--- src/dlrg_pkg.sv ---
`timescale 1ns / 1ps

package dlrg_pkg;

	// func codes carried in s_tuser
	localparam logic [1:0] FUNC_START = 2'd0;
	localparam logic [1:0] FUNC_TICK  = 2'd1;
	localparam logic [1:0] FUNC_SKIP  = 2'd2;

	// fraction is Q0.16: one quotient bit per step
	localparam int FRAC_BITS = 16;
	localparam int CNT_W     = $clog2(FRAC_BITS + 1);

	typedef struct packed {
		logic               go;
		logic [30:0]        num;
		logic signed [31:0] den;
		logic signed [16:0] delta;
		logic [15:0]        end_val;
	} frac_req_t;

	typedef struct packed {
		logic        done;
		logic [15:0] value;
	} frac_rsp_t;

endpackage

--- src/dlrg_frac_mac.sv ---
`timescale 1ns / 1ps

module dlrg_frac_mac import dlrg_pkg::*; (
	input  logic      clk,
	input  logic      arst_n,
	input  frac_req_t req,
	output frac_rsp_t rsp
);

	logic               busy_q;
	logic [CNT_W-1:0]   cnt_q;
	logic [31:0]        rem_q;
	logic [31:0]        den_q;
	logic signed [16:0] delta_q;
	logic [15:0]        end_q;
	logic signed [32:0] acc_q;

	logic        den_pos;
	logic        num_ge;
	logic [31:0] rem2;
	logic        ge;
	logic [32:0] delta_ext;
	logic [16:0] hi;
	logic [16:0] hi_t;

	assign den_pos   = !req.den[31] && (req.den != 32'sd0);
	assign num_ge    = {1'b0, req.num} >= req.den;
	// remainder stays below den < 2^31, so the shifted-out bit is always zero
	assign rem2      = {rem_q[30:0], 1'b0};
	assign ge        = rem2 >= den_q;
	assign delta_ext = {{16{delta_q[16]}}, delta_q};

	// divide by 2^16 toward zero, then add onto the end value
	assign hi   = acc_q[32:16];
	assign hi_t = hi + {16'd0, acc_q[32] && (acc_q[15:0] != 16'd0)};

	assign rsp.done  = busy_q && (cnt_q == '0);
	assign rsp.value = end_q + hi_t[15:0];

	always_ff @(posedge clk or negedge arst_n) begin
		if (!arst_n) begin
			busy_q  <= 1'b0;
			cnt_q   <= '0;
			den_q   <= '0;
			delta_q <= '0;
			end_q   <= '0;
			rem_q   <= '0;
			acc_q   <= '0;
		end else if (req.go) begin
			busy_q  <= 1'b1;
			den_q   <= req.den;
			delta_q <= req.delta;
			end_q   <= req.end_val;
			rem_q   <= {1'b0, req.num};
			if (!den_pos) begin
				acc_q <= '0;
				cnt_q <= '0;
			end else if (num_ge) begin
				// fraction clamps to one: the product is delta itself
				acc_q <= {req.delta, 16'd0};
				cnt_q <= '0;
			end else begin
				acc_q <= '0;
				cnt_q <= CNT_W'(FRAC_BITS);
			end
		end else if (busy_q) begin
			if (cnt_q != '0) begin
				// quotient bit MSB first feeds the Horner-style multiply
				rem_q <= ge ? rem2 - den_q : rem2;
				acc_q <= $signed({acc_q[31:0], 1'b0}) + (ge ? $signed(delta_ext) : 33'sd0);
				cnt_q <= cnt_q - CNT_W'(1);
			end else begin
				busy_q <= 1'b0;
			end
		end
	end

`ifndef SYNTH
	a_no_restart: assert property (@(posedge clk) disable iff (!arst_n)
		req.go |-> !busy_q) else $error("fraction unit restarted while busy");
	a_done_clears: assert property (@(posedge clk) disable iff (!arst_n)
		rsp.done |=> !busy_q) else $error("fraction unit stays busy after done");
	a_steps_continue: assert property (@(posedge clk) disable iff (!arst_n)
		(busy_q && cnt_q != '0) |=> busy_q) else $error("fraction unit quit early");
`endif

endmodule

--- src/delayed_linear_ramp_generator.sv ---
`timescale 1ns / 1ps

// Delayed linear ramp generator: s_tuser selects start (0), tick (1) or skip (2); every item
// gives exactly one result item on m_tdata with the current Q8.8 value and status flags.
// A tick that leaves a running ramp with time still remaining goes through the fraction unit,
// which produces one quotient bit of remaining/duration per cycle and folds it into the
// (start - end) product in the same step: 16 steps, then the value is taken into the state,
// the output register is loaded and the result handshake follows. A tick whose remaining
// time is not below the ramp time clamps the fraction to one and skips the steps. All other
// items bypass the fraction unit. The output register lets a new item be accepted while the
// previous result waits for m_tready; a stalled result holds the block before it loads the
// next one.

module delayed_linear_ramp_generator import dlrg_pkg::*; (
	input  logic         clk,
	input  logic         arst_n,
	input  logic         s_tvalid,
	output logic         s_tready,
	// [15:0] start_value, [31:16] end_value, [63:32] ramp_time, [95:64] delay_time,
	// [126:96] elapsed, [127] zero
	input  logic [127:0] s_tdata,
	// [1:0] func
	input  logic [1:0]   s_tuser,
	output logic         m_tvalid,
	input  logic         m_tready,
	// [15:0] current_value, [16] value_changed, [17] ramp_active, [18] delay_active,
	// [23:19] zero
	output logic [23:0]  m_tdata
);

	typedef enum logic [1:0] {S_IDLE, S_CALC, S_EMIT} state_t;

	state_t             state_q;
	logic [15:0]        value_now_q;
	logic [15:0]        ramp_start_q;
	logic [15:0]        ramp_end_q;
	logic signed [31:0] time_left_q;
	logic signed [31:0] ramp_length_q;
	logic signed [31:0] delay_left_q;
	logic               changed_q;
	logic               m_tvalid_q;
	logic [23:0]        m_tdata_q;

	logic [15:0]        in_start;
	logic [15:0]        in_end;
	logic signed [31:0] in_ramp;
	logic signed [31:0] in_delay;
	logic [30:0]        in_elapsed;
	logic               accept;
	logic               dl_pos;
	logic               tl_pos;
	logic signed [31:0] tl_new;
	logic               tl_new_pos;
	logic               out_free;
	frac_req_t          req;
	frac_rsp_t          rsp;

	assign in_start   = s_tdata[15:0];
	assign in_end     = s_tdata[31:16];
	assign in_ramp    = $signed(s_tdata[63:32]);
	assign in_delay   = $signed(s_tdata[95:64]);
	assign in_elapsed = s_tdata[126:96];

	assign s_tready = (state_q == S_IDLE);
	assign accept   = s_tvalid && s_tready;
	assign out_free = !m_tvalid_q || m_tready;
	assign m_tvalid = m_tvalid_q;
	assign m_tdata  = m_tdata_q;

	assign dl_pos     = !delay_left_q[31] && (delay_left_q != 32'sd0);
	assign tl_pos     = !time_left_q[31] && (time_left_q != 32'sd0);
	assign tl_new     = time_left_q - $signed({1'b0, in_elapsed});
	assign tl_new_pos = !tl_new[31] && (tl_new != 32'sd0);

	always_comb begin
		req.go      = accept && (s_tuser == FUNC_TICK) && !dl_pos && tl_pos && tl_new_pos;
		req.num     = tl_new[30:0];
		req.den     = ramp_length_q;
		req.delta   = $signed({1'b0, ramp_start_q}) - $signed({1'b0, ramp_end_q});
		req.end_val = ramp_end_q;
	end

	dlrg_frac_mac u_frac (
		.clk    (clk),
		.arst_n (arst_n),
		.req    (req),
		.rsp    (rsp)
	);

	always_ff @(posedge clk or negedge arst_n) begin
		if (!arst_n) begin
			state_q       <= S_IDLE;
			value_now_q   <= '0;
			ramp_start_q  <= '0;
			ramp_end_q    <= '0;
			time_left_q   <= '0;
			ramp_length_q <= '0;
			delay_left_q  <= '0;
			changed_q     <= 1'b0;
			m_tvalid_q    <= 1'b0;
			m_tdata_q     <= '0;
		end else begin
			// hold a waiting result; drop it once taken
			if (state_q == S_EMIT && out_free) begin
				m_tvalid_q <= 1'b1;
			end else if (m_tready) begin
				m_tvalid_q <= 1'b0;
			end
			case (state_q)
				S_IDLE: begin
					if (accept) begin
						state_q <= req.go ? S_CALC : S_EMIT;
						case (s_tuser)
							FUNC_START: begin
								changed_q  <= 1'b1;
								ramp_end_q <= in_end;
								if (in_ramp[31] || in_ramp == 32'sd0) begin
									value_now_q  <= in_end;
									time_left_q  <= '0;
									delay_left_q <= '0;
								end else begin
									delay_left_q  <= in_delay[31] ? 32'sd0 : in_delay;
									ramp_length_q <= in_ramp;
									time_left_q   <= in_ramp;
									ramp_start_q  <= in_start;
									value_now_q   <= in_start;
								end
							end
							FUNC_TICK: begin
								if (dl_pos) begin
									changed_q    <= 1'b0;
									// time past the delay is dropped
									delay_left_q <= delay_left_q - $signed({1'b0, in_elapsed});
								end else if (tl_pos) begin
									changed_q   <= 1'b1;
									time_left_q <= tl_new;
									if (!tl_new_pos) begin
										value_now_q <= ramp_end_q;
									end
								end else begin
									changed_q <= 1'b0;
								end
							end
							FUNC_SKIP: begin
								changed_q <= tl_pos;
								if (tl_pos) begin
									value_now_q <= ramp_end_q;
								end
								time_left_q  <= '0;
								delay_left_q <= '0;
							end
							default: begin
								changed_q <= 1'b0;
							end
						endcase
					end
				end
				S_CALC: begin
					if (rsp.done) begin
						value_now_q <= rsp.value;
						state_q     <= S_EMIT;
					end
				end
				S_EMIT: begin
					if (out_free) begin
						m_tdata_q <= {5'd0, dl_pos, tl_pos, changed_q, value_now_q};
						state_q   <= S_IDLE;
					end
				end
				default: begin
					state_q <= S_IDLE;
				end
			endcase
		end
	end

`ifndef SYNTH
	a_done_in_calc: assert property (@(posedge clk) disable iff (!arst_n)
		rsp.done |-> state_q == S_CALC) else $error("fraction result outside calc state");
	a_go_enters_calc: assert property (@(posedge clk) disable iff (!arst_n)
		req.go |=> state_q == S_CALC) else $error("fraction started without calc state");
	a_emit_loads: assert property (@(posedge clk) disable iff (!arst_n)
		(state_q == S_EMIT && out_free) |=> m_tvalid_q) else $error("result item not loaded");
`endif

endmodule

--- config.mk ---
export PLATFORM = sky130hd
export DESIGN_NAME = delayed_linear_ramp_generator
export DESIGN_NICKNAME = d
export VERILOG_FILES = /design/src/dlrg_pkg.sv /design/src/dlrg_frac_mac.sv /design/src/delayed_linear_ramp_generator.sv
export SDC_FILE = /design/constraint.sdc
export NUM_CORES = 1
export LEC_CHECK = 0
export ABC_CLOCK_PERIOD_IN_PS = 7250
export BUFFER_PORTS_ARGS = -buffer_cell sky130_fd_sc_hd__buf_2
export CAP_MARGIN = 20
export CORE_UTILIZATION = 60
export CTS_BUF_LIST = sky130_fd_sc_hd__clkbuf_16
export CTS_CLUSTER_SIZE = 30
export DETAILED_ROUTE_END_ITERATION = 8
export GPL_TIMING_DRIVEN = 1
export PLACE_DENSITY_LB_ADDON = 0.15
export SKIP_LAST_GASP = 1
export SYNTH_ARGS = -nofsm -noshare
export SYNTH_HDL_FRONTEND = slang
export SYNTH_SLANG_ARGS = --single-unit
--- constraint.sdc ---
create_clock -name clk -period 7.25 [get_ports clk]
set_clock_uncertainty 0.15 [all_clocks]
set_input_delay 0.3625 -clock clk [delete_from_list [all_inputs] [get_ports clk]]
set_output_delay 0.3625 -clock clk [all_outputs]
set_load 0.005 [all_outputs]
Yosys cells after proc, flatten, opt, wreduce, memory -nomap -nowiden

Index checks and enable logic that the tools add are counted.

Flip-flop bits (word level): 302
Bits of input ports: 134
Output and inout bits: 26
Logic and storage cells: 132

$add $sub $neg: 8
Order comparisons: 2
Equal/unequal tests: 15
Mux-type cells: 45
Bitwise logic cells: 1
Reductions and logical operators: 44

Operator list:

| operator                                     | number |
|---|---|
| 2-to-1 mux 33 bit                            | 6 |
| case mux 32 bit (3 select lines)             | 2 |
| 2-to-1 mux 31 bit                            | 6 |
| 2-to-1 mux 32 bit                            | 4 |
| nonzero test 32 bit                          | 4 |
| 2-to-1 mux 16 bit                            | 7 |
| subtractor 32 bit                            | 2 |
| case mux 16 bit (3 select lines)             | 1 |
| adder 33 bit                                 | 1 |
| greater-or-equal comparator 31 x 32 -> 1 bit | 1 |
| greater-or-equal comparator 32 bit           | 1 |
| zero test 32 bit                             | 1 |
| case mux 16 bit (2 select lines)             | 1 |
| subtractor 31 bit                            | 1 |
| 2-to-1 mux 5 bit                             | 5 |
| subtractor 16 x 16 -> 17 bit                 | 1 |
| adder 16 x 1 -> 16 bit                       | 1 |
| adder 16 bit                                 | 1 |
| nonzero test 16 bit                          | 1 |
| logical AND 1 bit                            | 12 |
| inequality test 3 bit, second input constant | 4 |
| inequality test 2 bit, second input constant | 5 |
| 2-to-1 mux 2 bit                             | 4 |
| AND reduction 4 bit                          | 2 |
| 20 further kinds                             | 41 |

Logic depth before layout (Yosys ltp)

Gate-level depths: netlist of the first run.

Depth after elaboration: 9
Gate-level depth with buffers: 25
Gate-level depth less buffers: 23

Hierarchy

From an unflattened synthesis of the first run, not the netlist that was laid out.

Cell total of the unflattened synthesis: 2587
Area total of the unflattened synthesis: 22560.4 um2

By module, submodules not included:

| module                        | instances | cells an instance | area an instance (um2) | sequential area each (um2) |
|---|---|---|---|---|
| delayed_linear_ramp_generator | 1         | 1350              | 12080.3                | 4179.0 |
| dlrg_frac_mac                 | 1         | 1237              | 10480.1                | 3378.2 |

Least setup slack after synthesis of the first run

No wires, ideal clock.

Kind: reg2reg
Start point: register u_frac.rem_q[18]
End point: register u_frac.acc_q[26]
Library setup time: 0.121 ns
Arrival time: 5.225 ns
Data required time: 6.979 ns
Setup slack: 1.754 ns
Stages on the path, launching flop included: 24
Buffers on the path: 2
Period minus slack after synthesis: 5.496 ns
Cells stage by stage: dfrtp_1 -> ha_1 -> clkbuf_1 -> a21o_1 -> a31oi_1 -> o31ai_1 -> a21o_1 -> o21bai_1 -> nor2b_1 -> o21ai_1 -> clkbuf_1 -> and2_1 -> ha_1 -> a21o_1 -> a21o_1 -> a2111oi_0 -> or3_1 -> a21boi_1 -> o311ai_0 -> a21oi_1 -> nand4b_1 -> mux2i_1 -> nand2_1 -> a22o_1

Cells in the longest elaborated chain, start to end: 6

RTL lines:

| element                            | line                | text |
|---|---|---|
| from (decl)                        | dlrg_frac_mac.sv:12 | `logic [31:0] rem_q;` |
| from (signal assigned)             | dlrg_frac_mac.sv:54 | `rem_q <= {1'b0, req.num};` |
| from (signal assigned)             | dlrg_frac_mac.sv:69 | `rem_q <= ge ? rem2 - den_q : rem2;` |
| greater-or-equal comparator 32 bit | dlrg_frac_mac.sv:30 | `assign ge = rem2 >= den_q;` |
| 2-to-1 mux 33 bit                  | dlrg_frac_mac.sv:70 | `acc_q <= $signed({acc_q[31:0], 1'b0}) + (ge ? $signed(delta_ext) : 33'sd0);` |
| adder 33 bit                       | dlrg_frac_mac.sv:70 |  |
| 2-to-1 mux 33 bit                  | dlrg_frac_mac.sv:67 | `if (cnt_q != '0) begin` |
| 2-to-1 mux 33 bit                  | dlrg_frac_mac.sv:66 | `end else if (busy_q) begin` |
| 2-to-1 mux 33 bit                  | dlrg_frac_mac.sv:49 | `end else if (req.go) begin` |
| to (signal assigned)               | dlrg_frac_mac.sv:60 | `acc_q <= {req.delta, 16'd0};` |
| to (signal assigned)               | dlrg_frac_mac.sv:70 |  |
| to (decl)                          | dlrg_frac_mac.sv:16 | `logic signed [32:0] acc_q;` |

No other way between the ends. The select of a mux whose other input is x is not followed.
A chain may end at the register's enable or synchronous reset.

Final worst setup path of the first run

Start point: register u_frac.rem_q[1]
End point: register u_frac.acc_q[28]

Same word-level chain as after synthesis.

==> results.md, run 1 <==
- DR WL/cell: 20.4 um
- Placed inst area: around 23000 sq um
- Clock Path Buffers: 3
- Hold Path End: changed_q
- Port-buffer cells: 153
- Clock sink count: roughly 300
- Fin util: 70.0%
- Max Transition Viols Final: 0
- FF-to-FF Start: u_frac.rem_q[1]
- Ports: 160
- Post-Layout Cell Count: between 3000 and 4000
- Ys Warns: 0
- Crit-path max cell delay: ~0.88 ns
- Top FF cell, synth: dfrtp_1
- Worst Slack Setup Final: approximately 0.84 ns
- Post-CTS setup buffer count: 0
- Cell variety after synth: 90
- CTS H-tree depth: 2
- Global-route usage over all layers: 35.2%
- Max_slew headroom: between 30% and 40%
- Vias: 20900
- Leakage: between 10 and 15 nW
- Critical Path RT: 7.58 ns
- CTS clk-pin slew, worst paths: approximately 0.060 ns
- Achievable frequency: about 160 MHz
- Total power: 8.29 mW
- Startpoint Class: flip-flop
- Total die area: approximately 38000 sq um
- DP Wirelength: 47.8 mm
- Crit path arrival time: 6.74 ns
- Final worst path period need: ~6.4 ns
- Layout cells sized above 1: between 10% and 20%
- R2r endpoint: u_frac.acc_q[28]
- Die X: a little under 200 um
- RePlAce Congestion: 0.941
- Status: complete, no violations
- Leading area contributor after synthesis: dfrtp_1
- Post-Route Setup TNS: 0 ns
- Max Cap Viol: 0
- P&R area growth vs syn: 14.8%
- Gate Count Post-Synth: approximately 2600
- Hold path cells: 3
- Nets@finish: a little over 3000
- CTS tree: yes
- DR pass1 iterations: 6
- HP Class: input pin to flip-flop
- Async S/R FF share, synth: 100%
- Seq/Total Area, Yosys: about 34%
- RSZ-0062 raised after global routing: no
- Buf/Inv on CP: 0
- First-pass GRT wire length: between 100 and 150 mm
- DP Worst Slack: roughly 1.1 ns
- Average cell area after synthesis: about 8.6 sq um
- Hold slack final: between 0.08 and 0.09 ns
- CTS Root Cell: clkbuf_16
- R2R setup slack: between 0.8 and 0.9 ns
- R2R depth: 21
- Hold violation count in the final report: 0
- CP cell instances: ha_1 -> nor2b_1 -> o21ai_0 -> a21oi_1 -> o211a_1 -> o21bai_1 -> nor2b_1 -> o21ai_2 -> and2_1 -> ha_1 -> a21o_1 -> a21o_1 -> a2111oi_0 -> or3_1 -> a21boi_1 -> o311ai_0 -> nor3_1 -> a32oi_1 -> xnor2_1 -> nand2_1 -> a31oi_1
- Clock buffers created by TritonCTS: 36
- Final setup viols: 0
- DR iter-0 viols: between 1500 and 2000
- Post-synthesis cell area: between 20000 and 25000 sq um
- Clk Latency, worst-skew pair: ~0.57 ns
- Placed cells: approximately 3100
- DRT antenna net count: 0
- Yosys reg bits: between 300 and 400
- Kind of critical path: flip-flop to flip-flop
- Slowest-stage cell, CP: o311ai_0
- Worst setup EP type: flip-flop
- Post-synth EDFFs: 0
- Routed wire length: around 67 mm
- Vias in the first global route: between 20000 and 25000
- Area fraction of the dominant cell type after synthesis: between 30% and 40%
- Hold Path Origin: s_tuser[1]
- Die Height: just under 200 um
- CP max FO: 6
- Initial Utilization: between 60 and 70%
- Commonest non-fill, non-tap cell in the layout: nand2_1
- Power Density: roughly 320 nW/um^2
- Crit-path leading delay family: compound AO/OA/AOI/OAI gates
- Peak supply drop: between 0.0002 and 0.0003 V
- Slew at the pin closest to its max-slew limit: 1.03 ns
- Largest net degree at the start of global routing: ~140
- Row count: 70
- Post-layout instance area: roughly 26000 sq um
- Congestion Overflow GR: 0
- DR DRC count: 0
- Core box area: ~37000 sq um
- Commonest cells after routing, fill and taps aside: nand2_1, dfrtp_1, nor2_1, o21ai_0, ha_1
- Period utilization: between 80% and 90%
- Vias/cell: 6.33
- Antenna violations before repair: 7
- Critical Path Stages: 21
- Area contributors post-synth: dfrtp_1, ha_1, nand2_1
registers in the layout, summed over array words and instances, names as in the netlist:
register / count
state_q: 2
u_frac.end_q: 16
ramp_length_q: 32
u_frac.rem_q: 31
u_frac.acc_q: 33
u_frac.cnt_q: 5
m_tdata: 19
ramp_end_q: 16
time_left_q: 32
delay_left_q: 32
changed_q: 1
ramp_start_q: 16
u_frac.delta_q: 17
m_tvalid: 1
u_frac.den_q: 32
value_now_q: 16
u_frac.busy_q: 1
report_power, final:
group | internal, mW | switching, mW | total, mW
clock network | 1.17 | 0.795 | 1.97
logic | 1.58 | 2.21 | 3.80
registers | 2.13 | 0.395 | 2.53
total | 4.89 | 3.40 | 8.29
tightest hold or removal path, delay by kind of cell:
family                     cells  cell delay, ns
adders and majority gates      1            0.20
buffers and inverters          1            0.11
AOI/OAI and AO/OA              1            0.09
cell usage after synthesis, types with 8 or more instances:
| cell | n |
|---|---|
| ha_1 | 175 |
| o21a_1 | 30 |
| a21oi_1 | 163 |
| nor3_1 | 38 |
| a22oi_1 | 37 |
| a21o_1 | 73 |
| a21boi_0 | 9 |
| a211oi_1 | 43 |
| dfrtp_1 | 302 |
| mux2_2 | 83 |
| and4_1 | 8 |
| o31ai_1 | 14 |
| o211ai_1 | 28 |
| o21bai_1 | 18 |
| nor4_1 | 44 |
| nor2_1 | 184 |
| nand2_1 | 311 |
| o2111ai_1 | 13 |
| xnor2_1 | 67 |
| clkbuf_1 | 88 |
| and2_1 | 32 |
| xor2_1 | 40 |
| buf_2 | 23 |
| or3_1 | 17 |
| nand2b_1 | 27 |
| inv_1 | 168 |
| nand4_1 | 34 |
| a31oi_1 | 26 |
| o31a_1 | 14 |
| nand3_1 | 25 |
| o21ai_1 | 35 |
| a221oi_1 | 31 |
| o22ai_1 | 18 |
| or4_1 | 8 |
| mux2i_1 | 38 |
| nor2b_1 | 22 |
| and3_1 | 18 |
| o21ai_0 | 181 |
timing repair:
item                                   in CTS  in global routing
resized for setup                           0                  0
endpoints found under the hold margin     205                  0
hold buffers                               97                  0
setup endpoints to repair                   0                  0
per-layer routing:
metal	wire (um)	vias to the layer above	global-route usage, %
met5	43	-	0
li1	-	9840	-
met1	26900	9998	42.5
met3	4150	224	5.89
met4	3250	6	18.2
met2	32900	793	60.3
layout make-up:
cell class                      count  area (sq um)
Antenna cell                        4          10.0
Clock buffer                       38           951
Clock inverter                     28           312
Fill cell                        2889         11000
Inverter                          168           631
Multi-Input combinational cell   2019         13700
Sequential cell                   302          7560
Tap cell                          468           586
Timing Repair Buffer              271          1990
cells by family (layout without fill, tap and decap cells):
group           count (synthesis)  after routing  share of synthesized area [%]
mux                           121            121                           5.87
xor+xnor                      108            108                           4.26
simple gates                  804            804                           17.0
buf+inv                       299            505                           5.44
other cells                     1              9                         0.0167
compound gates                799            799                           23.3
fa+ha+maj                     182            182                           10.4
flops                         302            302                           33.7
worst max path at each step:
stage,from,endpoint,slack [ns]
after detailed placement,u_frac.rem_q[1],u_frac.acc_q[28],1.09
final,u_frac.rem_q[1],u_frac.acc_q[28],0.84
after CTS,u_frac.rem_q[1],u_frac.acc_q[28],1.05
after global routing,u_frac.rem_q[1],u_frac.acc_q[28],0.54
after global placement,u_frac.rem_q[1],u_frac.acc_q[28],1.16
after floorplan,u_frac.rem_q[18],u_frac.acc_q[26],1.75
Power figures use the tool's default switching activity.
==> run 2, diff against run 1 <==
--- a/config.mk
+++ b/config.mk
@@ -8,8 +8,7 @@
 export ABC_CLOCK_PERIOD_IN_PS = 7250
 export BUFFER_PORTS_ARGS = -buffer_cell sky130_fd_sc_hd__buf_2
 export CAP_MARGIN = 20
-export CORE_UTILIZATION = 60
-export CTS_BUF_LIST = sky130_fd_sc_hd__clkbuf_16
+export CORE_UTILIZATION = 56
 export CTS_CLUSTER_SIZE = 30
 export DETAILED_ROUTE_END_ITERATION = 8
 export GPL_TIMING_DRIVEN = 1
==> results.md, run 2 (same netlist as run 1, synthesis figures left out) <==
- Congestion Overflow GR: 0 (unchanged)
- Core box area: 39000 sq um (+6.3%)
- Commonest non-fill, non-tap cell in the layout: nand2_1
- Ports: 160 (unchanged)
- Period utilization: 87.6% (-0.80 points)
- Kind of critical path: flip-flop to flip-flop
- Placed cells: 3178 (+1.6%)
- Peak supply drop: 0.000223 V (-22%)
- Global-route usage over all layers: 33.1% (-2.1 points)
- CTS clk-pin slew, worst paths: 0.06 ns (about the same)
- Post-CTS setup buffer count: 0 (unchanged)
- Hold violation count in the final report: 0 (unchanged)
- Number of fill cells in the layout: 3292 (+14%)
- Vias/cell: 6.13 (-3.1%)
- Post-Layout Cell Count: 3345 (+1.4%)
- CP cell instances: ha_1 -> a21oi_1 -> o21a_1 -> o221a_2 -> o41ai_1 -> nor2b_1 -> o21ai_2 -> and2_1 -> ha_1 -> a21o_1 -> a21o_1 -> a2111oi_0 -> or3_1 -> a21boi_1 -> o311ai_0 -> nor3_1 -> a32oi_1 -> xnor2_1 -> nand2_1 -> a31oi_1
- Max Cap Viol: 0 (unchanged)
- CTS tree: yes
- Startpoint Class: flip-flop
- Power Density: 323 nW/um^2 (+0.27%)
- DR pass1 iterations: 5 (-1)
- Critical Path RT: 7.60 ns (+0.02 ns)
- Largest net degree at the start of global routing: 174 (+21%)
- Status: complete, no violations
- Initial Utilization: 57.4% (-3.6 points)
- Commonest cells after routing, fill and taps aside: nand2_1, dfrtp_1, nor2_1, o21ai_0, ha_1
- RePlAce Congestion: 0.953 (+1.3%)
- Worst Slack Setup Final: 0.899 ns (+0.0579 ns)
- Clock Path Buffers: 3 (unchanged)
- Nets@finish: 3112 (-0.064%)
- Vias: 20500 (-1.7%)
- Die X: 202 um (+3.5%)
- Total die area: 40800 sq um (+7.1%)
- DP Worst Slack: 1.02 ns (-0.0666 ns)
- CTS Hold Buffers Added: 95 (-2.1%)
- DRT antenna net count: 0 (unchanged)
- Vias in the first global route: 20200 (-1.3%)
- Final setup viols: 0 (unchanged)
- HP Class: input pin to flip-flop
- Max FFs per register: 33 (unchanged)
- DR DRC count: 0 (unchanged)
- RSZ-0062 raised after global routing: no
- Worst setup EP type: flip-flop
- Clock sink count: 302 (unchanged)
- DR WL/cell: 20.1 um (-1.3%)
- Clock buffers created by TritonCTS: 37 (+2.8%)
- Achievable frequency: 157 MHz (+0.91%)
- Slew at the pin closest to its max-slew limit: 1.08 ns (+0.0501 ns)
- DP Wirelength: 48.4 mm (+1.3%)
- First-pass GRT wire length: 108 mm (+0.88%)
- Clk Latency, worst-skew pair: 0.57 ns (about the same)
- CTS H-tree depth: 2 (unchanged)
- Crit path arrival time: 6.70 ns (-0.04 ns)
- Max Transition Viols Final: 0 (unchanged)
- Routed wire length: 67.4 mm (+0.12%)
- Antenna violations before repair: 3 (-4)
- P&R area growth vs syn: 14.9%
- DR iter-0 viols: 1598 (-4.5%)
- Leakage: 12.2 nW (-0.14%)
- Crit-path max cell delay: 0.81 ns (-0.07 ns)
- Layout cells sized above 1: 12.5% (+0.044 points)
- Port-buffer cells: 153 (unchanged)
- CTS resizes: 0 (unchanged)
- Post-Route Setup TNS: 0 ns (unchanged)
- Row count: 72 (+2.9%)
- CTS Root Cell: clkbuf_16
- Final worst path period need: 6.35 ns (-0.0579 ns)
- Max_slew headroom: 27.6% (-2.5 points)
- Reg with most FFs: u_frac.acc_q
- CP max FO: 11 (+5)
- Die Height: 202 um (+3.5%)
- Slowest-stage cell, CP: o311ai_0
run 2: cell types whose count changed in the layout (fill, tap and decap cells not counted), moves of 2 or more:
| cell | previous run | this run |
|---|---|---|
| buf_16 | 3 | 1 |
| clkbuf_1 | 0 | 8 |
| clkbuf_8 | 0 | 8 |
| clkinv_1 | 5 | 0 |
| clkinv_2 | 6 | 4 |
| clkinv_4 | 2 | 0 |
| clkinvlp_4 | 3 | 1 |
| dlygate4sd3_1 | 97 | 95 |
| inv_1 | 172 | 168 |
| inv_6 | 0 | 3 |
run 2: critical path, delay by kind of cell (launching register included):
kind                     cells  cell delay [ns]
adder cells (fa/ha/maj)      2             0.65
flip-flops                   1             0.40
AND/OR/NAND/NOR              5             1.01
AO/OA/AOI/OAI               12             3.91
XOR/XNOR                     1             0.14
run 2: power by group:
group          switching (mW)  internal (mW)  leakage (nW)  total (mW)
clock                   0.785           1.21         0.633        1.99
sequential              0.395           2.14          3.80        2.53
combinational            2.23           1.57          7.75        3.80
total                    3.41           4.92          12.2        8.32
run 2: per-stage QoR:
step	hold slack [ns]	cell area, sq um	power (mW)	util [%]
finish	0.0290	25700	8.32	66.0
global route	0.0333	25700	8.87	66.0
CTS	0.00795	25700	8.29	65.8
detailed placement	0.234	23400	6.22	60.1
global placement	0.236	23400	6.10	60.1
floorplan	-0.0831	22400	5.16	-
run 2: cell type report:
cell class	instances	area [sq um]	area share, %
diodes	3	7.51	0.0292
clock buffers	53	1070	4.14
clock inverters	14	224	0.870
inverters	168	631	2.45
multi-input cells	2019	13700	53.1
flip-flops and latches	302	7560	29.4
well taps	518	648	2.52
repair buffers	268	1930	7.52
run 2: final timing paths:
| path | cells past startpoint | endpoint | start | slack [ns] |
|---|---|---|---|---|
| max in group asynchronous | 3 | value_now_q[10] | arst_n | 5.30 |
| setup / recovery | 20 | u_frac.acc_q[28] | u_frac.rem_q[8] | 0.90 |
| setup reg to reg | 20 | u_frac.acc_q[28] | u_frac.rem_q[8] | 0.90 |
| hold / removal | 3 | changed_q | s_tvalid | 0.03 |
| hold reg to reg | 1 | u_frac.delta_q[10] | u_frac.delta_q[10] | 0.32 |
| min in group asynchronous | 2 | ramp_length_q[2] | arst_n | 0.20 |
run 2: metal layers:
| layer | vias up | track usage (%) | routed length, um |
|---|---|---|---|
| met5 | - | 0 | 0 |
| met4 | 0 | 15.0 | 2830 |
| met3 | 168 | 3.85 | 3150 |
| met2 | 631 | 57.2 | 33100 |
| met1 | 9869 | 41.4 | 28300 |
| li1 | 9831 | - | - |
==> run 3, diff against run 2 <==
--- a/config.mk
+++ b/config.mk
@@ -16,4 +16,5 @@
 export SKIP_LAST_GASP = 1
 export SYNTH_ARGS = -nofsm -noshare
 export SYNTH_HDL_FRONTEND = slang
+export SYNTH_HIERARCHICAL = 1
 export SYNTH_SLANG_ARGS = --single-unit
==> results.md, run 3 <==
- Status: complete, no violations
- Total die area: 41100 sq um (+0.71%)
- Clk Latency, worst-skew pair: 0.56 ns (about the same)
- Commonest cells after routing, fill and taps aside: dfrtp_1, nand2_1, a21oi_1, o21ai_0, inv_1
- CTS H-tree depth: 2 (unchanged)
- Worst setup EP type: flip-flop
- CTS Hold Buffers Added: 92 (-3.2%)
- Post-Route Setup TNS: 0 ns (unchanged)
- Slew at the pin closest to its max-slew limit: 1.13 ns (+0.0479 ns)
- Post-Layout Cell Count: 3324 (-0.63%)
- First-pass GRT wire length: 103 mm (-4.3%)
- Gr busiest metal: met2
- P&R area growth vs syn: 14.5%
- FF-to-FF Start: u_frac/rem_q[0]
- Reg with most FFs: u_frac/acc_q
- Commonest non-fill, non-tap cell in the layout: dfrtp_1
- Clock Path Buffers: 3 (unchanged)
- Period utilization: 87.4% (-0.22 points)
- DRT antenna net count: 0 (unchanged)
- R2R setup slack: 0.92 ns (+0.02 ns)
- Post-CTS setup buffer count: 0 (unchanged)
- CP cell instances: inv_1 -> fa_1 -> nand2b_1 -> a211oi_1 -> o31ai_1 -> nand2_1 -> o21a_1 -> or2_2 -> and2_1 -> ha_1 -> inv_1 -> fa_1 -> nand2b_1 -> a21oi_1 -> o41ai_1 -> o31a_1 -> o21ai_1 -> nor2_1 -> o21ai_0 -> a22oi_1 -> a221oi_1 -> nand2_1
- Worst Setup SP: u_frac/rem_q[0]
- Row count: 73 (+1.4%)
- R2r endpoint: u_frac/acc_q[29]
- Critical Path RT: 7.53 ns (-0.07 ns)
- Die Height: 203 um (+0.36%)
- Power Density: 495 nW/um^2 (+53%)
- Vias in the first global route: 19600 (-2.9%)
- Leading area contributor after synthesis: dfrtp_1
- Hold slack final: 0.0177 ns (-0.0114 ns)
- Gate Count Post-Synth: 2587 (-1.1%)
- Global-route usage over all layers: 31.3% (-1.8 points)
- DR iter-0 viols: 1444 (-9.6%)
- Post-layout instance area: 25800 sq um (+0.32%)
- R2R depth: 22 (+10%)
- Post-synth EDFFs: 0 (unchanged)
- Antenna violations before repair: 7 (+4)
- Cell variety after synth: 101 (+12%)
- Most frequent cell after synthesis: dfrtp_1
- Largest net degree at the start of global routing: 180 (+3.4%)
- Leakage: 12.0 nW (-1.2%)
- Worst Slack Setup Final: 0.915 ns (+0.0156 ns)
- Async S/R FF share, synth: 100% (unchanged)
- Max Transition Viols Final: 0 (unchanged)
- Vias/cell: 6.09 (-0.61%)
- CTS resizes: 0 (unchanged)
- DP Worst Slack: 1.03 ns (+0.00823 ns)
- Final setup viols: 0 (unchanged)
- DR DRC count: 0 (unchanged)
- Hold violation count in the final report: 0 (unchanged)
- Max FFs per register: 33 (unchanged)
- Crit-path max cell delay: 0.69 ns (-0.12 ns)
- Hold Path End: m_tvalid
- Area fraction of the dominant cell type after synthesis: 33.5% (-0.24 points)
- CTS tree: yes
- HP Class: input pin to flip-flop
- Max Cap Viol: 0 (unchanged)
- Hold path cells: 3 (unchanged)
- CTS Root Cell: clkbuf_16
- Met1 usage in global routing: 39.7% (-1.7 points)
- Die X: 203 um (+0.36%)
- Routed wire length: 64.3 mm (-4.6%)
- Yosys reg bits: 302 (unchanged)
- Placed inst area: 23700 sq um (+0.90%)
- Crit path arrival time: 6.61 ns (-0.09 ns)
- Post-synthesis cell area: 22600 sq um (+0.72%)
- Layout cells sized above 1: 14.3% (+1.8 points)
- Placed cells: 3161 (-0.53%)
- Startpoint Class: flip-flop
- Top FF cell, synth: dfrtp_1
- Initial Utilization: 56.8% (-0.64 points)
- Vias: 20200 (-1.2%)
- Average cell area after synthesis: 8.72 sq um (+1.8%)
- DR pass1 iterations: 5 (unchanged)
- Clock sink count: 302 (unchanged)
- Core box area: 39700 sq um (+1.9%)
- Ys Warns: 6 (+6)
- Final worst path period need: 6.33 ns (-0.0156 ns)
- Congestion Overflow GR: 0 (unchanged)
- Achievable frequency: 158 MHz (+0.25%)
- Ports: 160 (unchanged)
- Port-buffer cells: 153 (unchanged)
- DR WL/cell: 19.3 um (-4.0%)
- Peak supply drop: 0.000281 V (+26%)
- Seq/Total Area, Yosys: 33.5% (-0.24 points)
- Hold Path Origin: m_tready
- Max_slew headroom: 24.0% (-3.5 points)
- RePlAce Congestion: 0.932 (-2.2%)
- Top cells by count, synth: dfrtp_1, nand2_1, a21oi_1
- Total power: 12.8 mW (+53%)
- Area contributors post-synth: dfrtp_1, ha_1, mux2_2
- Fin util: 65.0% (-1.0 points)
- Met2 Usage GRT: 54.0% (-3.2 points)
- RSZ-0062 raised after global routing: no
- CP max FO: 37 (+26)
- Clock buffers created by TritonCTS: 38 (+2.7%)
- CTS clk-pin slew, worst paths: 0.06 ns (about the same)
- Slowest-stage cell, CP: or2_2
- Kind of critical path: flip-flop to flip-flop
- DP Wirelength: 46.1 mm (-4.7%)
- Nets@finish: 3087 (-0.80%)
- Met3 GRT Util: 4.56% (+0.70 points)
-- run 3: final cells by class --
cell class / count / area (sq um)
fillers: 3377 / 13900
well taps: 525 / 657
flip-flops and latches: 302 / 7560
inverters: 184 / 696
repair buffers: 264 / 1870
clock inverters: 15 / 191
multi-input cells: 1979 / 13800
diodes: 5 / 12.5
clock buffers: 50 / 1030
-- run 3: routing by layer --
metal | routed length (um) | vias up
met3 | 3410 | 139
li1 | - | 9718
met1 | 27000 | 9747
met4 | 2150 | 4
met5 | 18 | -
met2 | 31700 | 638
-- run 3: worst max-delay path by stage --
stage                     slack, ns                to  cells past startpoint
after floorplan                1.81  u_frac/acc_q[32]                     23
after global placement         1.10  u_frac/acc_q[29]                     22
after detailed placement       1.03  u_frac/acc_q[29]                     22
after CTS                      0.99  u_frac/acc_q[29]                     22
after global routing           0.49  u_frac/acc_q[29]                     22
final                          0.92  u_frac/acc_q[29]                     22
-- run 3: kinds of logic (layout without fill, tap and decap cells) --
logic type,after synthesis,after routing,share of synthesized area [%]
compound gates,763,763,22.0
simple gates,758,758,16.4
buf+inv,310,513,5.53
flops,302,302,33.5
fa+ha+maj,184,184,10.4
mux,149,149,7.41
xor+xnor,120,120,4.66
other cells,1,10,0.0166
-- run 3: worst max-delay path, delay by kind of cell, from the launching register on --
family | cells | cell delay (ns)
buffers and inverters | 2 | 0.14
adders and majority gates | 3 | 1.01
and+or+nand+nor | 7 | 1.68
DFF | 1 | 0.39
AOI/OAI and AO/OA | 10 | 2.84
-- run 3: report_power, final --
group / switching [mW] / internal [mW] / leakage (nW)
Clock: 0.757 / 1.14 / 0.593
Sequential: 0.764 / 2.49 / 3.66
Combinational: 4.50 / 3.13 / 7.78
